`src/hdl/tcd_pkg.sv`:
```
`timescale 1ns / 1ps
// ---------------------------------------------------------------------------
// Tick countdown dispatcher package
// Shared transaction types and codes for the dispatcher.
// ---------------------------------------------------------------------------
package tcd_pkg;

    typedef enum logic [1:0] {
        KIND_PERIODIC  = 2'd0,
        KIND_ONESHOT   = 2'd1,
        KIND_SUSPENDED = 2'd2,
        KIND_STOPPED   = 2'd3
    } t_kind;

    localparam logic MODE_TICK  = 1'b0;
    localparam logic MODE_WRITE = 1'b1;

    typedef struct packed {
        logic        mode;
        logic [3:0]  slot;
        logic        slot_valid;
        logic [1:0]  slot_kind;
        logic [15:0] reload_in;
        logic [15:0] countdown_in;
    } t_in;

    typedef struct packed {
        logic       ran;
        logic [3:0] ran_slot;
        logic       removed;
        logic       at_head;
    } t_out;

endpackage

```
`src/hdl/tcd_ram.sv`:
```
`timescale 1ns / 1ps
// ---------------------------------------------------------------------------
// Generic simple dual-port RAM
// One write port and one read port, read data registered.
// ---------------------------------------------------------------------------
module tcd_ram #(
    parameter int WIDTH = 8,
    parameter int DEPTH = 16
) (
    input  logic                     i_clk,
    input  logic                     i_we,
    input  logic [$clog2(DEPTH)-1:0] i_waddr,
    input  logic [WIDTH-1:0]         i_wdata,
    input  logic [$clog2(DEPTH)-1:0] i_raddr,
    output logic [WIDTH-1:0]         o_rdata
);

    logic [WIDTH-1:0] r_mem [DEPTH];
    logic [WIDTH-1:0] r_rdata;

    always_ff @(posedge i_clk) begin
        if (i_we) begin
            r_mem[i_waddr] <= i_wdata;
        end
        r_rdata <= r_mem[i_raddr];
    end

    assign o_rdata = r_rdata;

endmodule

```
`src/hdl/tick_countdown_task_dispatcher.sv`:
```
`timescale 1ns / 1ps
// ---------------------------------------------------------------------------
// Tick countdown task dispatcher
// Round-robin dispatcher over a RAM of task slots with countdowns.
// A tick transaction walks the slots in order through S_WALK and S_LAST to
// S_DONE, where its result is given; the walk reads one slot of the task RAM
// per cycle, so the RAM read port sets the rate. A slot write transaction
// goes from acceptance straight to S_DONE. One transaction is in work at a time,
// and a stalled result holds off the input.
// Reset clears the slot valid bits and puts the run pointer at the idle head;
// the task RAM itself is not cleared, the read data of invalid slots is unused.
// ---------------------------------------------------------------------------
module tick_countdown_task_dispatcher
    import tcd_pkg::*;
#(
    parameter int SLOTS      = 16,
    parameter int COUNT_BITS = 16
) (
    input  logic i_clk,
    input  logic i_rst_n,
    input  logic i_valid,
    output logic o_stall,
    input  t_in  i_data,
    output logic o_valid,
    input  logic i_stall,
    output t_out o_data
);

    localparam int IW = $clog2(SLOTS);
    localparam int PW = $clog2(SLOTS + 1);
    localparam int CB = COUNT_BITS;
    localparam int WW = 2 + 2 * CB;

    typedef enum logic [1:0] {
        S_IDLE,
        S_WALK,
        S_LAST,
        S_DONE
    } t_state;

    t_state          r_state;
    logic [SLOTS-1:0] r_valid;
    logic [PW-1:0]   r_pos;
    logic [PW-1:0]   r_start;
    logic [PW-1:0]   r_pos_new;
    logic            r_found;
    logic            r_is_tick;
    logic [IW-1:0]   r_idx;
    logic            r_p_vld;
    logic [IW-1:0]   r_p_idx;
    t_out            r_res;
    logic            r_out_valid;
    t_out            r_out;

    logic            accept;
    logic            wr_item;
    logic [IW-1:0]   wr_addr;
    logic            ram_we;
    logic [IW-1:0]   ram_waddr;
    logic [WW-1:0]   ram_wdata;
    logic [WW-1:0]   ram_rdata;

    logic [CB-1:0]   cnt;
    logic [CB-1:0]   rel;
    t_kind           kind;
    logic            is_pos;
    logic            slot_live;
    logic [CB-1:0]   n_cnt;
    t_kind           n_kind;
    logic            clr;
    logic            do_ran;
    logic            do_removed;
    logic            out_free;

    assign o_stall  = (r_state != S_IDLE);
    assign accept   = i_valid && !o_stall;
    assign wr_addr  = IW'(i_data.slot);
    assign wr_item  = accept && (i_data.mode == MODE_WRITE) && (32'(i_data.slot) < SLOTS);
    assign out_free = !r_out_valid || !i_stall;

    assign kind = t_kind'(ram_rdata[WW-1 -: 2]);
    assign rel  = ram_rdata[2*CB-1 -: CB];
    assign cnt  = ram_rdata[CB-1:0];

    // The slot under the walk becomes the new pointer position when it is the
    // first valid slot at or beyond the search start.
    assign slot_live = r_p_vld && r_valid[r_p_idx];
    assign is_pos    = slot_live && !r_found && (PW'(r_p_idx) >= r_start);

    always_comb begin
        n_cnt      = cnt;
        n_kind     = kind;
        clr        = 1'b0;
        do_ran     = 1'b0;
        do_removed = 1'b0;
        if (is_pos && (cnt == '0)) begin
            case (kind)
                KIND_PERIODIC: begin
                    n_cnt  = rel;
                    do_ran = 1'b1;
                end
                KIND_ONESHOT: begin
                    clr        = 1'b1;
                    do_ran     = 1'b1;
                    do_removed = 1'b1;
                end
                KIND_SUSPENDED: begin
                    n_kind = KIND_PERIODIC;
                end
                default: begin
                end
            endcase
        end
        // A reloaded countdown takes part in the decrement of the same tick.
        if (!clr && (n_cnt != '0)) begin
            n_cnt = n_cnt - 1'b1;
        end
    end

    always_comb begin
        if (slot_live) begin
            ram_we    = 1'b1;
            ram_waddr = r_p_idx;
            ram_wdata = {n_kind, rel, n_cnt};
        end else begin
            ram_we    = wr_item;
            ram_waddr = wr_addr;
            ram_wdata = {i_data.slot_kind, CB'(i_data.reload_in), CB'(i_data.countdown_in)};
        end
    end

    tcd_ram #(
        .WIDTH (WW),
        .DEPTH (SLOTS)
    ) u_task_ram (
        .i_clk   (i_clk),
        .i_we    (ram_we),
        .i_waddr (ram_waddr),
        .i_wdata (ram_wdata),
        .i_raddr (r_idx),
        .o_rdata (ram_rdata)
    );

    always_ff @(posedge i_clk) begin
        if (!i_rst_n) begin
            r_state     <= S_IDLE;
            r_valid     <= '0;
            r_pos       <= PW'(SLOTS);
            r_out_valid <= 1'b0;
            r_p_vld     <= 1'b0;
            r_idx       <= '0;
            r_found     <= 1'b0;
            r_is_tick   <= 1'b0;
        end else begin
            // In the final state a taken result is replaced by the new one below.
            if (r_out_valid && !i_stall && (r_state != S_DONE)) begin
                r_out_valid <= 1'b0;
            end

            if (wr_item) begin
                r_valid[wr_addr] <= i_data.slot_valid;
            end

            if (is_pos) begin
                r_found   <= 1'b1;
                r_pos_new <= PW'(r_p_idx);
                if (do_ran) begin
                    r_res.ran      <= 1'b1;
                    r_res.ran_slot <= 4'(r_p_idx);
                    r_res.removed  <= do_removed;
                end
                if (clr) begin
                    r_valid[r_p_idx] <= 1'b0;
                end
            end

            case (r_state)
                S_IDLE: begin
                    if (accept) begin
                        r_res     <= '0;
                        r_found   <= 1'b0;
                        r_is_tick <= (i_data.mode == MODE_TICK);
                        r_idx     <= '0;
                        r_start   <= (r_pos >= PW'(SLOTS)) ? '0 : r_pos + 1'b1;
                        r_state   <= (i_data.mode == MODE_TICK) ? S_WALK : S_DONE;
                    end
                end
                S_WALK: begin
                    r_p_vld <= 1'b1;
                    r_p_idx <= r_idx;
                    if (r_idx == IW'(SLOTS - 1)) begin
                        r_state <= S_LAST;
                    end else begin
                        r_idx <= r_idx + 1'b1;
                    end
                end
                S_LAST: begin
                    r_p_vld <= 1'b0;
                    r_state <= S_DONE;
                end
                S_DONE: begin
                    if (out_free) begin
                        r_out_valid <= 1'b1;
                        r_out       <= '{ran:      r_res.ran,
                                         ran_slot: r_res.ran_slot,
                                         removed:  r_res.removed,
                                         at_head:  r_is_tick && !r_found};
                        if (r_is_tick) begin
                            r_pos <= r_found ? r_pos_new : PW'(SLOTS);
                        end
                        r_state <= S_IDLE;
                    end
                end
                default: begin
                    r_state <= S_IDLE;
                end
            endcase
        end
    end

    assign o_valid = r_out_valid;
    assign o_data  = r_out;

endmodule
```
`config.mk`:
```
export PLATFORM = sky130hd
export DESIGN_NAME = tick_countdown_task_dispatcher
export DESIGN_NICKNAME = d
export VERILOG_FILES = /design/src/hdl/tcd_pkg.sv /design/src/hdl/tcd_ram.sv /design/src/hdl/tick_countdown_task_dispatcher.sv
export SDC_FILE = /design/constraint.sdc
export NUM_CORES = 1
export LEC_CHECK = 0
export BUFFER_PORTS_ARGS = -buffer_cell sky130_fd_sc_hd__buf_2
export CORE_MARGIN = 4
export CORE_UTILIZATION = 60
export DETAILED_ROUTE_END_ITERATION = 8
export PLACE_DENSITY = 0.77
export SLEW_MARGIN = 20
export SYNTH_ARGS = -nofsm -noshare
export SYNTH_HDL_FRONTEND = slang
export SYNTH_HIERARCHICAL = 1
export SYNTH_SLANG_ARGS = --single-unit
```
`constraint.sdc`:
```
create_clock -name i_clk -period 12.6 [get_ports i_clk]
set_input_delay 0.63 -clock i_clk [delete_from_list [all_inputs] [get_ports i_clk]]
set_output_delay 0.63 -clock i_clk [all_outputs]
set_load 0.02 [all_outputs]
```
==> summary.md <==
| Metric | Value |
|---|---|
| Fin util | 0.685 |
| Fin crit share | 0.401 |
| Seq cells post-synth | around 640 |
| Relative slew slack | 0.247 |
| Lkg Pwr | approximately 9 nW |
| Fmax | between 150 and 200 MHz |
| RSZ-0062 raised after global routing | no |
| Yosys top cell by area | edfxtp_1 |
| Asr flop ratio synth | 0 |
| WS Path Type | reg -> reg |
| DRT iter0 DRCs | about 1800 |
| Largest net degree at the start of global routing | 52 |
| Starting Density | 0.609 |
| Vias/cell | approximately 6.6 |
| Crit end category | flop |
| Cell with the most instances after synthesis | edfxtp_1 |
| Initial antenna violation count | 1 |
| Clock Latency Late Sink | around 0.63 ns |
| CTS tree | built |
| Post-DRT Antenna Nets | 0 |
| Hold-fix buffers at CTS | 0 |
| Worst EP arrival | ~5.3 ns |
| Clk pin slew, worst setup/hold paths | around 0.060 ns |
| # rows | 74 |
| Max clock buf depth | 3 |
| Clk Tree Root Cell | clkbuf_16 |
| GR Util met2 | 0.400 |
| Synthesized net count | roughly 1400 |
| Final nets | between 1500 and 2000 |
| Max Slew Vio Count | 0 |
| CP Data Required Time | 12.85 ns |
| Post-synthesis sequential area ratio | 0.737 |
| Most used DFF post-synth | edfxtp_1 |
| Ys Warns | 6 |
| Layout cells sized above 1 | 0.236 |
| Startpoint Class | flop |
| Layout area overhead | 12.3% |
| GRT Max-Usage Layer | met2 |
| Antenna fix cells | 0 |
| Postcts setup bufs | 0 |
| Number of enable flip-flop cells after synthesis | 570 |
| Top cells by area, synth | edfxtp_1 68%, mux4_2 12%, dfxtp_1 5.2%, a22oi_1 2.1%, nand2_1 2.0% |
| Post-Syn Area | roughly 25000 sq um |
| H-tree levels | 2 |
| Placer Congestion | 0.880 |
| Total power | 5.01 mW |
| Largest fanout on the critical path | 42 |
| Synth top area share | 0.685 |
| Core ar. | 41000 sq um |
| Ports | 53 |
| Commonest cells post-synth | 570 x edfxtp_1, 136 x mux4_2, 130 x nand2_1 |
| Global Route Usage Sum | 0.257 |
| Worst-margin pin slew | 1.10 ns |
| Skew final | ~0.040 ns |
| Vias | about 14000 |
| Die width | 212 microns |
| DIE AREA | ~45000 sq um |
| Sink Count | 635 |
| Max cap viols | 0 |
| Synth cell types | between 50 and 60 |
| Hpwl dp | between 30000 and 40000 microns |
| Vias in the first global route | about 14000 |
| M1 GR Usage | 0.378 |
| PostCTS Resize Cnt | 0 |
| Global-route wire length before repair | 85800 microns |
| Synthesized area per cell | around 18 sq um |
| PwrDens | ~180 nW/um^2 |
| Gate Count Post-Synth | between 1000 and 1500 |
| Die Y | about 210 microns |
| Endpoints failing hold | 0 |
| Final setup viols | 0 |
| Drt total wl | about 57000 microns |
| Final min period | roughly 5.0 ns |
| Outcome | complete, no violations |
| Routed WL per cell | around 28 microns |
| Total grt overflow | 0 |
| TritonRoute pass-1 iters | 5 |
| Clock buffer count from CTS | 60 |
| Total Neg Setup Slack | 0 ns |
| Port Buf Inserts | 52 |
| GR Util met3 | 0.0518 |
| Number of remaining DRC errors | 0 |
| Worst Hold Class | in -> reg |
| Peak supply drop | approximately 0.13 mV |
[logic make-up after synthesis]
group | Yosys count | share of synthesized area
flip-flops | 635 | 0.737
AND/OR/NAND/NOR | 287 | 0.0529
AO/OA/AOI/OAI | 184 | 0.0514
multiplexers | 162 | 0.133
buffers and inverters | 84 | 0.0153
XOR/XNOR | 13 | 0.00456
adder cells (fa/ha/maj) | 12 | 0.00601
[power breakdown]
part / switching [mW] / leakage (nW) / total, mW / internal (mW)
registers: 0.0661 / 5.69 / 2.55 / 2.48
clock network: 0.753 / 0.984 / 1.81 / 1.06
logic: 0.398 / 2.33 / 0.651 / 0.254
[layout make-up]
class                           count  area, sq um
Sequential cell                   635        18400
Inverter                           14         52.6
Timing Repair Buffer               92          564
Tap cell                          532          666
Clock buffer                       91         1740
Fill cell                        2568        12900
Multi-Input combinational cell    658         6350
Clock inverter                     22          282
[sequential cells by signal, indices dropped and copies added, names as in the netlist, 5 cells and up]
register            flops
u_task_ram/r_mem      544
u_task_ram/o_rdata     34
r_valid                16
o_data                  7
r_res                   6
r_pos                   5
r_start                 5
[routing by layer]
| metal | share of wire | vias up | routed length [microns] |
|---|---|---|---|
| li1 | - | 5723 | - |
| met1 | 0.39 | 6979 | 22300 |
| met2 | 0.48 | 748 | 27100 |
| met3 | 0.099 | 127 | 5590 |
| met4 | 0.027 | 2 | 1500 |
| met5 | 0.00035 | - | 20 |
[worst max-delay path: stages, from the launching register on]
cell,delay [ns]
edfxtp_1,0.83
mux2_2,0.42
o211ai_1,0.47
and2_2,0.83
o21ai_0,0.53
nand2b_1,0.48
nor2_4,0.61
buf_4,0.50
[cells in the final DEF, fill, tap and decap left out, types with 21 or more instances in the layout]
cell type  count
buf_4         39
o21ai_0       21
clkbuf_16     61
mux4_2       136
a21oi_1       36
edfxtp_1     570
nor2_1        43
nand3_1       22
a22oi_1       69
nand2_1      130
dfxtp_1       63
buf_2         52
mux2i_1       23
[metrics by stage]
step	area, sq um	hold WS (ns)	worst slack (ns)	instances
global placement	26000	0.441	7.80	1931
finish	28100	0.401	7.55	2044
global route	28100	0.398	7.18	2044
CTS	28100	0.376	7.56	2044
detailed placement	26000	0.454	7.64	1931
floorplan	25000	0.426	7.34	1377
[path summary, 6_finish.rpt]
check | from | end | slack (ns) | cells past startpoint
max | r_p_idx[1]$_DFFE_PP_ | u_task_ram/r_mem[10][15]$_DFFE_PP_ | 7.55 | 7
min | i_rst_n | r_pos[4]$_SDFFE_PN1P_ | 0.40 | 2
max reg2reg | r_p_idx[1]$_DFFE_PP_ | u_task_ram/r_mem[10][15]$_DFFE_PP_ | 7.55 | 7
min reg2reg | r_res[6]$_DFFE_PP_ | o_data[6]$_DFFE_PP_ | 0.47 | 0
No activity file was read; power rests on OpenSTA's default activity.
